File: src/rtl/wspd_pkg.sv
package wspd_pkg;

  localparam int DataW    = 16;
  localparam int BitsW    = 52;
  localparam int CntW     = 7;
  localparam int CfgAddrW = 2;
  localparam int NibCnt   = 13;

  // burst queue between front and back
  localparam int QDepth = 2;
  localparam int QAw    = (QDepth > 1) ? $clog2(QDepth) : 1;
  localparam int QCntW  = $clog2(QDepth + 1);

  localparam logic [DataW-1:0] SpaceMinRst  = 16'd1100;
  localparam logic [DataW-1:0] SpaceMaxRst  = 16'd1400;
  localparam logic [DataW-1:0] MarkSplitRst = 16'd1000;

  // pair count seen before the last pair
  localparam logic [CntW-1:0] CntLen52 = 7'd51;
  localparam logic [CntW-1:0] CntLen51 = 7'd50;
  localparam logic [CntW-1:0] CntSat   = 7'd127;

  localparam logic [3:0] SyncNib  = 4'h0;
  localparam logic [3:0] Pre9     = 4'h9;
  localparam logic [3:0] Pre6     = 4'h6;
  localparam logic [3:0] KindMask = 4'hB;
  localparam logic [3:0] KTemp    = 4'h0;
  localparam logic [3:0] KHum     = 4'h1;
  localparam logic [3:0] KRain    = 4'h2;
  localparam logic [3:0] KSpeed   = 4'h3;
  localparam logic [3:0] KGust    = 4'hB;

  localparam logic [11:0] TempOff9 = 12'd300;
  localparam logic [11:0] TempOff6 = 12'd400;
  localparam logic [13:0] WindMul  = 14'd36;

  // reciprocal constants, exact for values below 2**14
  localparam int          RecipShift = 19;
  localparam int          RecipW     = 30;
  localparam logic [15:0] Recip10    = 16'd52429;
  localparam logic [15:0] Recip100   = 16'd5243;

  typedef enum logic [CfgAddrW-1:0] {
    REG_SPACE_MIN  = 2'd0,
    REG_SPACE_MAX  = 2'd1,
    REG_MARK_SPLIT = 2'd2
  } cfg_reg_t;

  typedef enum logic [2:0] {
    ST_OK       = 3'd0,
    ST_COUNT    = 3'd1,
    ST_TIMING   = 3'd2,
    ST_HEADER   = 3'd3,
    ST_SYNC     = 3'd4,
    ST_PREAMBLE = 3'd5,
    ST_CHECKSUM = 3'd6,
    ST_HUMIDITY = 3'd7
  } status_t;

  typedef enum logic [2:0] {
    KIND_TEMP    = 3'd0,
    KIND_HUM     = 3'd1,
    KIND_RAIN    = 3'd2,
    KIND_SPEED   = 3'd3,
    KIND_GUST    = 3'd4,
    KIND_UNKNOWN = 3'd5
  } kind_t;

  typedef enum logic [1:0] {
    DIV_ONE     = 2'd0,
    DIV_TEN     = 2'd1,
    DIV_HUNDRED = 2'd2
  } wdiv_t;

  typedef struct packed {
    logic [BitsW-1:0] bits;
    logic             len_ok;
    logic             len51;
    logic             timing_err;
  } burst_t;

endpackage

File: src/rtl/wspd_front.sv
module wspd_front
  import wspd_pkg::*;
(
  input  logic                clk,
  input  logic                rst_n,
  input  logic                cfg_wr_en,
  input  logic [CfgAddrW-1:0] cfg_addr,
  input  logic [DataW-1:0]    cfg_wdata,
  input  logic                in_valid,
  output logic                in_stall,
  input  logic [DataW-1:0]    in_mark_time,
  input  logic [DataW-1:0]    in_space_time,
  input  logic                in_last_pair,
  input  logic                q_full,
  output logic                push,
  output burst_t              push_data
);

  logic [DataW-1:0] space_min_r, space_max_r, mark_split_r;
  logic [BitsW-1:0] shift_r, shift_nxt;
  logic [CntW-1:0]  cnt_r;
  logic             terr_r;
  logic             bit_in, space_bad, accept;

  assign in_stall  = q_full;
  assign accept    = in_valid && !q_full;
  assign bit_in    = (in_mark_time <= mark_split_r);
  assign space_bad = (in_space_time < space_min_r) || (in_space_time > space_max_r);
  assign shift_nxt = {shift_r[BitsW-2:0], bit_in};

  always_ff @(posedge clk) begin
    if (!rst_n) begin
      space_min_r  <= SpaceMinRst;
      space_max_r  <= SpaceMaxRst;
      mark_split_r <= MarkSplitRst;
    end else if (cfg_wr_en) begin
      unique case (cfg_addr)
        REG_SPACE_MIN:  space_min_r  <= cfg_wdata;
        REG_SPACE_MAX:  space_max_r  <= cfg_wdata;
        REG_MARK_SPLIT: mark_split_r <= cfg_wdata;
        default: ;
      endcase
    end
  end

  always_ff @(posedge clk) begin
    if (!rst_n) begin
      shift_r <= '0;
      cnt_r   <= '0;
      terr_r  <= 1'b0;
    end else if (accept) begin
      if (in_last_pair) begin
        shift_r <= '0;
        cnt_r   <= '0;
        terr_r  <= 1'b0;
      end else begin
        shift_r <= shift_nxt;
        terr_r  <= terr_r | space_bad;
        if (cnt_r != CntSat) begin
          cnt_r <= cnt_r + 1'b1;
        end
      end
    end
  end

  // the last pair's space is not checked
  assign push                 = accept && in_last_pair;
  assign push_data.bits       = shift_nxt;
  assign push_data.len_ok     = (cnt_r == CntLen52) || (cnt_r == CntLen51);
  assign push_data.len51      = (cnt_r == CntLen51);
  assign push_data.timing_err = terr_r;

endmodule

File: src/rtl/wspd_queue.sv
module wspd_queue
  import wspd_pkg::*;
(
  input  logic   clk,
  input  logic   rst_n,
  input  logic   push,
  input  burst_t push_data,
  output logic   full,
  input  logic   pop,
  output logic   nonempty,
  output burst_t head
);

  burst_t           mem_r [QDepth];
  logic [QAw-1:0]   wr_ptr_r, rd_ptr_r;
  logic [QCntW-1:0] count_r;
  logic             do_push, do_pop;

  assign full     = (count_r == QCntW'(QDepth));
  assign nonempty = (count_r != '0);
  assign head     = mem_r[rd_ptr_r];
  assign do_push  = push && !full;
  assign do_pop   = pop && nonempty;

  function automatic logic [QAw-1:0] ptr_inc(input logic [QAw-1:0] p);
    ptr_inc = (p == QAw'(QDepth - 1)) ? '0 : p + 1'b1;
  endfunction

  always_ff @(posedge clk) begin
    if (do_push) begin
      mem_r[wr_ptr_r] <= push_data;
    end
  end

  always_ff @(posedge clk) begin
    if (!rst_n) begin
      wr_ptr_r <= '0;
      rd_ptr_r <= '0;
      count_r  <= '0;
    end else begin
      if (do_push) wr_ptr_r <= ptr_inc(wr_ptr_r);
      if (do_pop)  rd_ptr_r <= ptr_inc(rd_ptr_r);
      if (do_push && !do_pop)      count_r <= count_r + 1'b1;
      else if (do_pop && !do_push) count_r <= count_r - 1'b1;
    end
  end

endmodule

File: src/rtl/wspd_back.sv
module wspd_back
  import wspd_pkg::*;
(
  input  logic               clk,
  input  logic               rst_n,
  input  logic               q_nonempty,
  input  burst_t             q_head,
  output logic               q_pop,
  output logic               out_valid,
  input  logic               out_stall,
  output logic [2:0]         out_status,
  output logic [2:0]         out_reading_kind,
  output logic               out_model_b,
  output logic [7:0]         out_sensor_id,
  output logic signed [11:0] out_temperature,
  output logic [7:0]         out_humidity_pct,
  output logic [11:0]        out_rain_count,
  output logic [3:0]         out_wind_direction,
  output logic [13:0]        out_wind_value,
  output logic [23:0]        out_signature
);

  typedef struct packed {
    status_t     status;
    kind_t       kind;
    logic        model_b;
    logic [7:0]  sensor_id;
    logic [11:0] temperature;
    logic [7:0]  humidity;
    logic [11:0] rain;
    logic [3:0]  direction;
    logic [13:0] prod;
    wdiv_t       div;
    logic [23:0] signature;
  } dec_t;

  typedef struct packed {
    status_t     status;
    kind_t       kind;
    logic        model_b;
    logic [7:0]  sensor_id;
    logic [11:0] temperature;
    logic [7:0]  humidity;
    logic [11:0] rain;
    logic [3:0]  direction;
    logic [13:0] wind;
    logic [23:0] signature;
  } res_t;

  logic             en;
  logic             s1_v_r, out_v_r;
  dec_t             s1_r, s1_nxt;
  res_t             out_r, out_nxt;
  logic [BitsW-1:0] bits;
  logic [3:0]       nib [NibCnt];
  logic [3:0]       sum_a, sum_b, csum, masked;
  logic [19:0]      first20;
  logic [7:0]       raw;
  logic [10:0]      dsum;
  logic             model9;
  logic [RecipW-1:0] q10, q100;

  assign en    = !out_v_r || !out_stall;
  assign q_pop = en && q_nonempty;

  // stage 1: checks and nibble fields
  assign bits = q_head.len51 ? {q_head.bits[BitsW-2:0], 1'b0} : q_head.bits;

  always_comb begin
    for (int i = 0; i < NibCnt; i++) begin
      nib[i] = bits[BitsW-1-4*i -: 4];
    end
  end

  always_comb begin
    sum_a = '0;
    sum_b = '0;
    for (int i = 0; i < 6; i++) begin
      sum_a = sum_a + nib[i];
      sum_b = sum_b + nib[i+6];
    end
    csum = sum_a + sum_b;
  end

  assign first20 = bits[BitsW-1 -: 20];
  assign masked  = nib[2] & KindMask;
  assign raw     = {nib[7], nib[8]};
  assign model9  = (nib[1] == Pre9);
  assign dsum    = 11'(nib[7]) * 11'd100 + 11'(nib[8]) * 11'd10 + 11'(nib[9]);

  always_comb begin
    s1_nxt = '0;
    priority if (!q_head.len_ok) begin
      s1_nxt.status = ST_COUNT;
    end else if (q_head.timing_err) begin
      s1_nxt.status = ST_TIMING;
    end else if (first20 == '0) begin
      s1_nxt.status = ST_HEADER;
    end else if (nib[0] != SyncNib) begin
      s1_nxt.status = ST_SYNC;
    end else if (nib[1] != Pre9 && nib[1] != Pre6) begin
      s1_nxt.status = ST_PREAMBLE;
    end else if (csum != nib[12]) begin
      s1_nxt.status = ST_CHECKSUM;
    end else if (masked == KHum && raw == '0) begin
      s1_nxt.status = ST_HUMIDITY;
    end else begin
      s1_nxt.status    = ST_OK;
      s1_nxt.model_b   = (nib[1] == Pre6);
      s1_nxt.sensor_id = {nib[3], nib[4]};
      s1_nxt.signature = {first20, nib[12]};
      unique case (masked)
        KTemp: begin
          s1_nxt.kind        = KIND_TEMP;
          s1_nxt.temperature = 12'(dsum) - (model9 ? TempOff9 : TempOff6);
        end
        KHum: begin
          s1_nxt.kind     = KIND_HUM;
          s1_nxt.humidity = raw;
        end
        KRain: begin
          s1_nxt.kind = KIND_RAIN;
          s1_nxt.rain = {nib[7], nib[8], nib[9]};
        end
        KSpeed: begin
          s1_nxt.kind      = KIND_SPEED;
          s1_nxt.direction = nib[9];
          s1_nxt.prod      = 14'(raw) * WindMul;
          s1_nxt.div       = model9 ? DIV_HUNDRED : DIV_TEN;
        end
        KGust: begin
          s1_nxt.kind      = KIND_GUST;
          s1_nxt.direction = nib[9];
          s1_nxt.prod      = 14'(raw) * WindMul;
          s1_nxt.div       = model9 ? DIV_TEN : DIV_ONE;
        end
        default: s1_nxt.kind = KIND_UNKNOWN;
      endcase
    end
  end

  // stage 2: scale the wind value by reciprocal multiply
  assign q10  = (RecipW'(s1_r.prod) * RecipW'(Recip10)) >> RecipShift;
  assign q100 = (RecipW'(s1_r.prod) * RecipW'(Recip100)) >> RecipShift;

  always_comb begin
    out_nxt.status      = s1_r.status;
    out_nxt.kind        = s1_r.kind;
    out_nxt.model_b     = s1_r.model_b;
    out_nxt.sensor_id   = s1_r.sensor_id;
    out_nxt.temperature = s1_r.temperature;
    out_nxt.humidity    = s1_r.humidity;
    out_nxt.rain        = s1_r.rain;
    out_nxt.direction   = s1_r.direction;
    out_nxt.signature   = s1_r.signature;
    unique case (s1_r.div)
      DIV_ONE:     out_nxt.wind = s1_r.prod;
      DIV_TEN:     out_nxt.wind = q10[13:0];
      DIV_HUNDRED: out_nxt.wind = q100[13:0];
      default:     out_nxt.wind = s1_r.prod;
    endcase
  end

  always_ff @(posedge clk) begin
    if (!rst_n) begin
      s1_v_r  <= 1'b0;
      out_v_r <= 1'b0;
    end else if (en) begin
      s1_v_r  <= q_nonempty;
      out_v_r <= s1_v_r;
    end
  end

  always_ff @(posedge clk) begin
    if (en) begin
      s1_r  <= s1_nxt;
      out_r <= out_nxt;
    end
  end

  assign out_valid          = out_v_r;
  assign out_status         = out_r.status;
  assign out_reading_kind   = out_r.kind;
  assign out_model_b        = out_r.model_b;
  assign out_sensor_id      = out_r.sensor_id;
  assign out_temperature    = out_r.temperature;
  assign out_humidity_pct   = out_r.humidity;
  assign out_rain_count     = out_r.rain;
  assign out_wind_direction = out_r.direction;
  assign out_wind_value     = out_r.wind;
  assign out_signature      = out_r.signature;

endmodule

File: src/rtl/weather_sensor_pulse_decoder.sv
// channel  | direction | handshake        | payload
// cfg      | in        | cfg_wr_en        | cfg_addr, cfg_wdata
// in       | in        | in_valid/in_stall| mark, space, last pair
// out      | out       | out_valid/stall  | status and decoded fields
//
// one pulse pair is taken every cycle; the front stalls only while the
// two-entry burst queue is full
// a burst result is written into the burst queue and then passes through
// the two register stages of the decode pipeline
// out_stall holds the decode pipeline; the queue keeps the front running
// synchronous active-low reset restores register defaults and empties all
module weather_sensor_pulse_decoder
  import wspd_pkg::*;
(
  input  logic                clk,
  input  logic                rst_n,
  input  logic                cfg_wr_en,
  input  logic [CfgAddrW-1:0] cfg_addr,
  input  logic [DataW-1:0]    cfg_wdata,
  input  logic                in_valid,
  output logic                in_stall,
  input  logic [DataW-1:0]    in_mark_time,
  input  logic [DataW-1:0]    in_space_time,
  input  logic                in_last_pair,
  output logic                out_valid,
  input  logic                out_stall,
  output logic [2:0]          out_status,
  output logic [2:0]          out_reading_kind,
  output logic                out_model_b,
  output logic [7:0]          out_sensor_id,
  output logic signed [11:0]  out_temperature,
  output logic [7:0]          out_humidity_pct,
  output logic [11:0]         out_rain_count,
  output logic [3:0]          out_wind_direction,
  output logic [13:0]         out_wind_value,
  output logic [23:0]         out_signature
);

  logic   q_full, q_push, q_pop, q_nonempty;
  burst_t q_push_data, q_head;

  wspd_front u_front (
    .clk           (clk),
    .rst_n         (rst_n),
    .cfg_wr_en     (cfg_wr_en),
    .cfg_addr      (cfg_addr),
    .cfg_wdata     (cfg_wdata),
    .in_valid      (in_valid),
    .in_stall      (in_stall),
    .in_mark_time  (in_mark_time),
    .in_space_time (in_space_time),
    .in_last_pair  (in_last_pair),
    .q_full        (q_full),
    .push          (q_push),
    .push_data     (q_push_data)
  );

  wspd_queue u_queue (
    .clk       (clk),
    .rst_n     (rst_n),
    .push      (q_push),
    .push_data (q_push_data),
    .full      (q_full),
    .pop       (q_pop),
    .nonempty  (q_nonempty),
    .head      (q_head)
  );

  wspd_back u_back (
    .clk                (clk),
    .rst_n              (rst_n),
    .q_nonempty         (q_nonempty),
    .q_head             (q_head),
    .q_pop              (q_pop),
    .out_valid          (out_valid),
    .out_stall          (out_stall),
    .out_status         (out_status),
    .out_reading_kind   (out_reading_kind),
    .out_model_b        (out_model_b),
    .out_sensor_id      (out_sensor_id),
    .out_temperature    (out_temperature),
    .out_humidity_pct   (out_humidity_pct),
    .out_rain_count     (out_rain_count),
    .out_wind_direction (out_wind_direction),
    .out_wind_value     (out_wind_value),
    .out_signature      (out_signature)
  );

endmodule

File: config.mk
export PLATFORM = sky130hd
export DESIGN_NAME = weather_sensor_pulse_decoder
export DESIGN_NICKNAME = d
export VERILOG_FILES = /design/src/rtl/wspd_pkg.sv /design/src/rtl/wspd_front.sv /design/src/rtl/wspd_queue.sv /design/src/rtl/wspd_back.sv /design/src/rtl/weather_sensor_pulse_decoder.sv
export SDC_FILE = /design/constraint.sdc
export NUM_CORES = 1
export LEC_CHECK = 0
export ABC_AREA = 1
export BUFFER_PORTS_ARGS = -buffer_cell sky130_fd_sc_hd__buf_2
export CAP_MARGIN = 20
export CORE_MARGIN = 2
export CORE_UTILIZATION = 50
export CTS_CLUSTER_DIAMETER = 40
export DETAILED_ROUTE_END_ITERATION = 6
export PLACE_DENSITY = 0.66
export SETUP_SLACK_MARGIN = 0.15
export SYNTH_ARGS = -nofsm -noshare
export SYNTH_HDL_FRONTEND = slang
export SYNTH_SLANG_ARGS = --single-unit
File: constraint.sdc
create_clock -name clk -period 7.5 [get_ports clk]
set_input_delay 0.75 -clock clk [delete_from_list [all_inputs] [get_ports clk]]
set_output_delay 0.75 -clock clk [all_outputs]
set_load 0.02 [all_outputs]
Word level (Yosys, flattened, before mapping) --
Memory sizes are Yosys's and may differ from the RTL's. A register that Yosys moved wholly into a read port is not among the register bits. Index checks and enable logic that the tools add are counted. W data, S select, Z words.
Word-level totals: register bits 293, bits in latches 0, RAM bits 110, bits in read-only memories 0, input bits 56, output and inout bits 91, logic and storage cells 142, memories 1
Memories:
- u_queue.mem_r | depth 2, bits a word 55, read ports 1, clocked after memory_dff 1, write ports 1, RTL line wspd_queue.sv:14 | burst_t mem_r [QDepth];
Cells by class: add/sub/neg operators 19, multiply operators 5, divide/modulo/power cells 0, magnitude comparators 3, equality and inequality tests 17, shifts and indexed selects 0, muxes and demuxes 25, bitwise gates (word level) 5, reductions and logical operators 34
Operators by type and width (count):
- $mux W52 | 1
- $mux W51 | 1
- $add A4 B4 Y4 | 11
- $pmux W20 S2 | 1
- $mul A14 B16 Y30 const B | 1
- $pmux W14 S2 | 1
- $mul A14 B13 Y27 const B | 1
- $reduce_or A8 Y1 | 3
- $logic_not A20 Y1 | 1
- $gt A16 B16 Y1 | 1
- $le A16 B16 Y1 | 1
- $lt A16 B16 Y1 | 1
- $pmux W3 S5 | 1
- $eq A7 B6 Y1 const B | 2
- $mux W7 | 2
- $mul A8 B4 Y12 const B | 1
- $mux W3 | 4
- $sub A11 B12 Y12 | 1
- $add A11 B4 Y11 | 1
- $add A11 B8 Y11 | 1
- $mux W2 | 5
- $logic_and A1 B1 Y1 | 9
- $mul A4 B5 Y9 const B | 1
- $logic_not A8 Y1 | 1
- other kinds (29) | 55

Longest topological paths before layout --
Gate-level depths: netlist (run 1).
depth in word-level cells 13, mapped depth 37, gate-level depth less buffers 33

By module --
Synthesis (run 1) repeated with hierarchy kept, for this count alone.
Second synthesis, totals: cell total of the unflattened synthesis 2485, area total of the unflattened synthesis 24825.1 sq um
By module, submodules not included:
- wspd_back | instances 1, cells each 1628, area each 15304.7 sq um, seq. area each 4904.7 sq um
- wspd_front | instances 1, cells each 649, area each 5053.6 sq um, seq. area each 2142.1 sq um
- wspd_queue | instances 1, cells each 208, area each 4466.8 sq um, seq. area each 3403.3 sq um

Worst setup path after synthesis (run 1) --
OpenSTA, ideal clock, no wires.
kind flip-flop to flip-flop, start reg (tool-made name), end reg u_back.s1_r, in the netlist u_back.out_nxt[51], data pin, library setup time 0.282 ns, data arrival time 5.831 ns, data required time 7.218 ns, path slack 1.386 ns, stages on the path, launching flop included 33, path buffers 5, clock period less this slack 6.114 ns, path through dfxtp_1 -> buf_2 -> buf_6 -> buf_4 -> buf_1 -> mux2i_1 -> nand2_1 -> o21ai_0 -> inv_1 -> fa_1 -> inv_1 -> fa_1 -> inv_1 -> fa_1 -> inv_1 -> fa_1 -> fa_1 -> inv_1 -> ha_1 -> nand3b_1 -> nand2_1 -> nand2_1 -> nand2_1 -> inv_1 -> nand2_1 -> nand2_1 -> nand2_1 -> nand2_1 -> nand2_1 -> nand2_2 -> nand4_1 -> clkbuf_1 -> nor2_1
RTL lines:
- end signal, assigned | RTL line wspd_back.sv:176 | s1_r <= s1_nxt;
- end, declared | RTL line wspd_back.sv:52 | dec_t s1_r, s1_nxt;

==> impl_results.md, run 1 <==
* RSZ-0062 raised after global routing: false
* Slew Viols, Final at 0
* Total gr overflow at 0
* Top_reg_cell synth: edfxtp_1
* Dpl cells at 3200
* Syn_area_per_cell at ~9.7 µm²
* Netlist cell types at 53
* Ant diodes at 0
* Fin Hold WS at 402 ps
* Setup tns final at 0 ps
* PD cells at roughly 500 nW/µm²
* H-tree depth at 2
* Layout area overhead at 13.6%
* DIE AREA at 49800 µm²
* Total Wirelength at between 50 and 60 mm
* Cts hold-fix bufs at 0
* Rel. slew slack at 0.332
* Initial antenna violation count at 0
* Register area share after synthesis at 0.435
* Tmin final at 6690 ps
* WP data arrival at just over 7000 ps
* Worst-path clk slew at ~60 ps
* Final std cells w/o fill at roughly 3300
* CP Capture Type: flip-flop
* Hold_sp: cfg_wdata[6]
* Worst EP required at about 7900 ps
* Clock skew at approximately 20 ps
* Initial DRC count at just over 900
* Hold EP: u_front.space_min_r[6]
* Cell Area, Synth at about 24000 µm²
* CP startpoint kind: flip-flop
* Max_cap viols at 0
* Gpl congestion at approximately 0.91
* Max Clock Freq at between 100 and 150 MHz
* Fin nets at 3098
* DR pass1 iterations at 7
* Number of top-level pins at about 150
* First-pass GRT wire length at between 80 and 90 mm
* Clock sinks at 386
* Core area at 47500 µm²
* Share of layout cells above drive strength 1 at 0.111
* Hold path depth at 3
* Setup violators final at 0
* Largest net degree at the start of global routing at between 90 and 100
* Post-CTS setup buffer count at 0
* Remaining DRCs at 0
* Worst IR Drop VDD at approximately 0.80 mV
* CTS buffer count at 53
* Yosys warns at 0
* IO buf count at approximately 150
* Ys async rst share at 0
* Root buffer cell: clkbuf_16
* Chip width at roughly 220 µm
* Num rows at 80
* Post-DP HPWL at approximately 42 mm
* Gate count of the mapped netlist at 2486
* CP max FO at 64
* Setup slack, reg-to-reg at around 800 ps
* Cell leakage power at roughly 13 nW
* Hold Vio Cnt, Final at 0
* Slew @ Worst Pin at roughly 1000 ps
* Post-route clock period utilization at 0.892
* Total power at 13.6 mW
* Vias at ~17000
* Wirelength per Cell at roughly 17 µm
* Hold Path Class: input pin to flip-flop
* Clk Latency, worst-skew pair at slightly above 600 ps
* CTS max path bufs at 3
* Number of synthesized flops with an enable pin at approximately 270
* Crit Path Category: flip-flop to flip-flop
* Post-CTS Resized at 0
* Outcome: finished, final reports clean
* Capture point of the worst reg-to-reg path: u_back.out_nxt[84]
* Fillcell total at between 4000 and 5000
* Fin util at 0.573
* Seq cells post-synth at around 390
* Die height at 223 µm
* R2R depth at 27
* Initial Util at 0.505
* Routed Antenna Nets at 0
* Vias per cell at roughly 5.2
* Vias in the first global route at approximately 17000
* GRT Overall Usage at 0.226
* CTS tree: yes
## sequential cells by signal (all words and copies together) (netlist names), 2 cells and up, named ones only
signal / count
u_queue.mem_r: 110
u_back.out_rain_count: 12
u_queue.count_r: 2
u_front.shift_r: 51
u_back.out_humidity_pct: 8
u_back.out_status: 3
u_back.s1_r: 14
u_back.out_wind_direction: 4
u_back.out_reading_kind: 3
u_front.mark_split_r: 16
u_back.out_wind_value: 14
u_back.out_signature: 24
u_front.space_min_r: 16
u_back.out_temperature: 12
u_front.cnt_r: 7
u_front.space_max_r: 16
u_back.out_nxt: 67
## routing by layer
layer,share of wire,wire length [µm],up-vias,global-route usage
li1,-,-,8506,-
met1,0.42,23100,8241,0.279
met2,0.51,28200,323,0.410
met3,0.039,2130,88,0.0299
met4,0.027,1510,0,0.0682
met5,0,0,-,0
## cells in the mapped netlist, drive strengths merged, types with 13 or more instances
master  count  area, µm²
nand2     517       1950
inv       427       1600
ha        279       3490
edfxtp    272       8170
a21oi     181        906
nor2      154        613
o21ai     129        661
fa        122       2440
dfxtp     114       2280
nand3      55        290
clkbuf     34        128
buf        31        201
o211ai     20        150
xnor2      18        158
nand4      16        106
mux2i      14        140
nor3       14       75.1
xor2       13        114
## report_power, final
group          total (mW)  internal [mW]  switching (mW)
Clock                2.60           1.56            1.04
Sequential           2.67           2.55           0.118
Combinational        8.33           3.27            5.05
## worst max-delay path by stage
stage / endpoint / cells after the start
3_5_place_dp: u_back.out_nxt[83] / 25
3_3_place_gp: u_back.out_nxt[83] / 25
4_1_cts: u_back.out_nxt[83] / 27
2_1_floorplan: u_back.out_nxt[51] / 32
6_report: u_back.out_nxt[84] / 27
5_1_grt: u_back.s1_r[24] / 25
## through the flow
step | worst slack [ps] | area (µm²)
6_report | 813 | 27300
4_1_cts | 813 | 27200
5_1_grt | 257 | 27300
3_5_place_dp | 912 | 25400
3_3_place_gp | 1010 | 25400
2_1_floorplan | 1390 | 24000
## final cells by class
type | count | area (µm²) | share of cell area
clock inverter | 40 | 526 | 0.0193
sequential | 386 | 10500 | 0.383
timing repair buffer | 162 | 883 | 0.0324
inverter | 428 | 1610 | 0.0589
tap | 615 | 769 | 0.0282
multi-input combinational | 1610 | 11700 | 0.428
clock buffer | 60 | 1350 | 0.0496
## worst max-delay path: stages, from the launching register on
cell and delay (ps):
dfxtp_2 380, buf_4 590, mux2i_1 320, nand2_1 70, o21ai_0 180, inv_1 190, fa_1 560, inv_1 50
fa_1 530, inv_1 60, fa_1 430, inv_1 100, fa_1 450, fa_1 550, inv_1 40, ha_1 190
nand3b_1 170, nand2_1 70, nand2_1 50, nand2_1 70, inv_1 40, nand2_1 70, nand3_1 90, nand2_1 80
nand2_1 60, nand2_2 110, nand4_2 590, nor3_1 350
## cells in the final DEF, fill, tap and decap left out, drive strengths merged, types with 12 or more instances in the layout
master	n
edfxtp	272
ha	279
nand4	16
buf	162
or2	12
o21ai	129
a21oi	181
nor3	14
clkbuf	60
nand3	55
xor2	13
xnor2	18
fa	122
inv	442
nand2	517
o211ai	20
mux2i	14
clkinv	15
nor2	154
dfxtp	114
## kinds of logic after synthesis
| family | count (synthesis) | synth area share |
|---|---|---|
| flip-flops | 386 | 0.435 |
| buffers and inverters | 493 | 0.0806 |
| AND/OR/NAND/NOR | 787 | 0.135 |
| XOR/XNOR | 31 | 0.0113 |
| AO/OA/AOI/OAI | 373 | 0.0846 |
| multiplexers | 14 | 0.00584 |
| adder cells (fa/ha/maj) | 401 | 0.247 |
| other | 1 | 0.000156 |
No activity file was read; power rests on OpenSTA's default activity.
==> inputs of run 2 (changes only) <==
SETUP_SLACK_MARGIN = 0.1   (was 0.15)
SYNTH_HIERARCHICAL = 1   (was default)
==> run 2 against run 1 <==
Against the previous run: clock skew rose by 42 ps; critical path depth rose by 1; die area rose by 3.3%; first-iteration DRC count rose by 28%; synthesized cell count barely moved; critical endpoint is now u_back/out_nxt[72]; highest routed layer unchanged; fmax rose by 3.1%; global-route usage fell by 0.25 points; largest cell class unchanged; sequential power barely moved; hold slack got worse by 29 ps; non-clock buffer count fell by 4; setup slack improved by 200 ps.
==> impl_results.md, run 2 <==
* Die height at ~230 µm
* Core area at 49000 µm²
* Cell leakage power at between 10 and 15 nW
* Setup violators final at 0
* Vias at approximately 17000
* Root buffer cell: clkbuf_16
* Post-CTS setup buffer count at 0
* Wirelength per Cell at 16.7 µm
* Number of top-level pins at ~150
* Top reg by flops: u_queue/mem_r
* Cells taking the most area after synthesis: edfxtp_1 (33%), ha_1 (14%), fa_1 (9.8%)
* Final std cells w/o fill at 3349
* Setup slack, reg-to-reg at ~1000 ps
* Slew Viols, Final at 0
* Setup tns final at 0 ps
* Most common cell in the synthesized netlist: nand2_1
* Tmin final at approximately 6500 ps
* Delay-heaviest family, CP: adder cells
* Dpl cells at between 3000 and 4000
* Capture point of the worst reg-to-reg path: u_back/out_nxt[72]
* CTS buffer count at 54
* Num rows at between 80 and 90
* Worst path most repeated cell: nand2_1
* Share of layout cells above drive strength 1 at 0.136
* Most frequent cells in the layout: nand2_1 (436), inv_1 (431), ha_1 (279)
* R2R depth at 28
* Cell depth of the worst setup path at 28
* Post-DP HPWL at between 40 and 50 mm
* Worst IR Drop VDD at between 0.7 and 0.8 mV
* First-pass GRT wire length at 89.6 mm
* Register area share after synthesis at 0.421
* Chip width at ~230 µm
* CP startpoint kind: flip-flop
* Clock sinks at roughly 390
* DR pass1 iterations at 5
* Clk Latency, worst-skew pair at roughly 620 ps
* Total Wirelength at about 56 mm
* Slew @ Worst Pin at about 1100 ps
* Clock skew at between 60 and 70 ps
* Yosys warns at 6
* Post-CTS Resized at 0
* Initial antenna violation count at 0
* Crit Path Category: flip-flop to flip-flop
* Total gr overflow at 0
* Yosys top cell by area: edfxtp_1
* CTS tree: yes
* Synth top area share at 0.329
* Layout area overhead at 12.2%
* CP Capture Type: flip-flop
* Hold Vio Cnt, Final at 0
* Routed Antenna Nets at 0
* Vias per cell at 5.09
* Setup crit end: u_back/out_nxt[72]
* Final Cell Area at roughly 28000 µm²
* Remaining DRCs at 0
* Number of flip-flops in the largest register at 110
* CP peak stage delay at 550 ps
* Hold Path Class: input pin to flip-flop
* Cts hold-fix bufs at 0
* Fillcell total at 4231
* IO buf count at between 100 and 150
* Synth top cells by count: nand2_1 (437), inv_1 (431), ha_1 (279), edfxtp_1 (272), a21oi_1 (167)
* Netlist cell types at between 60 and 70
* Worst-path clk slew at approximately 60 ps
* Syn_area_per_cell at around 10 µm²
* Outcome: finished, final reports clean
* DIE AREA at around 51000 µm²
* Fin nets at around 3100
* Cell Area, Synth at ~25000 µm²
* RSZ-0062 raised after global routing: false
* WP buf/inv at 7
* Gpl congestion at roughly 0.94
* Max Clock Freq at ~150 MHz
* Ant diodes at 0
* Ys async rst share at 0
* Top_reg_cell synth: edfxtp_1
* CP max-delay cell: fa_1
* Number of synthesized flops with an enable pin at between 200 and 300
* WP data arrival at between 6000 and 7000 ps
* Max_cap viols at 0
* Total power at roughly 11 mW
* Worst EP required at between 7000 and 8000 ps
* Vias in the first global route at about 17000
* Rel. slew slack at 0.299
* Initial Util at 0.507
* Largest net degree at the start of global routing at 86
* Initial DRC count at about 1200
* GRT Overall Usage at 0.223
* Post-DP Area at roughly 26000 µm²
* Most common cell after layout, fill and taps aside: nand2_1
* Gate count of the mapped netlist at between 2000 and 2500
* CP max FO at 43
* Post-route clock period utilization at 0.864
* CTS max path bufs at 3
* PD cells at between 400 and 500 nW/µm²
* H-tree depth at 2
* Seq cells post-synth at a little under 400
==> run 2: changes by cell type after synthesis, moves of 12 or more <==
cell,previous run,this run
a21oi_1,181,167
clkbuf_1,34,12
mux2_4,0,50
mux2i_1,14,2
nand2_1,515,437
nor2_1,142,161
==> run 2: logic make-up (layout without fill, tap and decap cells) <==
kind of cell               after synthesis  after routing  share of synthesized area
AOI/OAI and AO/OA                      363            363                     0.0807
xor gates and xnor gates                27             27                    0.00953
adders and majority gates              401            401                      0.239
buffers and inverters                  503            700                     0.0869
DFF                                    386            386                      0.421
muxes                                   57             57                     0.0333
other                                    1              4                   0.000151
and+or+nand+nor                        747            747                      0.129
==> run 2: power by group <==
part	total, mW	switching, mW	internal, mW	leakage, nW
clock	2.47	1.01	1.46	0.884
sequential	2.69	0.124	2.57	3.92
combinational	6.07	3.71	2.37	8.67
==> run 2: how the worst min path moves through the flow <==
stage,to,cells after the start,slack (ps),start
after floorplan,u_back/out_humidity_pct[0],0,400,u_back/out_nxt[54]
after global placement,u_back/out_signature[21],0,400,u_back/out_nxt[21]
after detailed placement,u_back/out_humidity_pct[7],0,400,u_back/out_nxt[61]
after CTS,u_front/mark_split_r[6],3,340,cfg_wdata[6]
after global routing,u_front/space_max_r[4],3,360,cfg_wdata[4]
final,u_front/mark_split_r[6],3,370,cfg_wdata[6]
==> run 2: worst min-delay path: stages <==
cell and delay, ps:
buf_2 100, nand2_1 50, o211ai_1 60
==> run 2: area by class of cell <==
cell class	count	area [µm²]	share of cell area
well taps	664	831	0.0298
multi-input cells	1599	12300	0.440
inverters	440	1660	0.0596
clock buffers	62	1400	0.0503
repair buffers	158	833	0.0299
flip-flops and latches	386	10500	0.375
clock inverters	40	419	0.0151
==> run 2: per-layer routing <==
metal  routed length (µm)  up-vias  global-route usage
met3                 2790       89              0.0358
met1                25500     8081               0.305
li1                     -     8504                   -
met2                26400      370               0.364
met5                    0        -                   0
met4                 1350        0              0.0685
==> run 2: stage by stage <==
step	setup slack [ps]	hold slack (ps)	utilization
floorplan	1290	400	-
global route	427	363	0.569
CTS	976	337	0.569
global placement	1150	401	0.532
detailed placement	1050	405	0.532
finish	1020	373	0.569
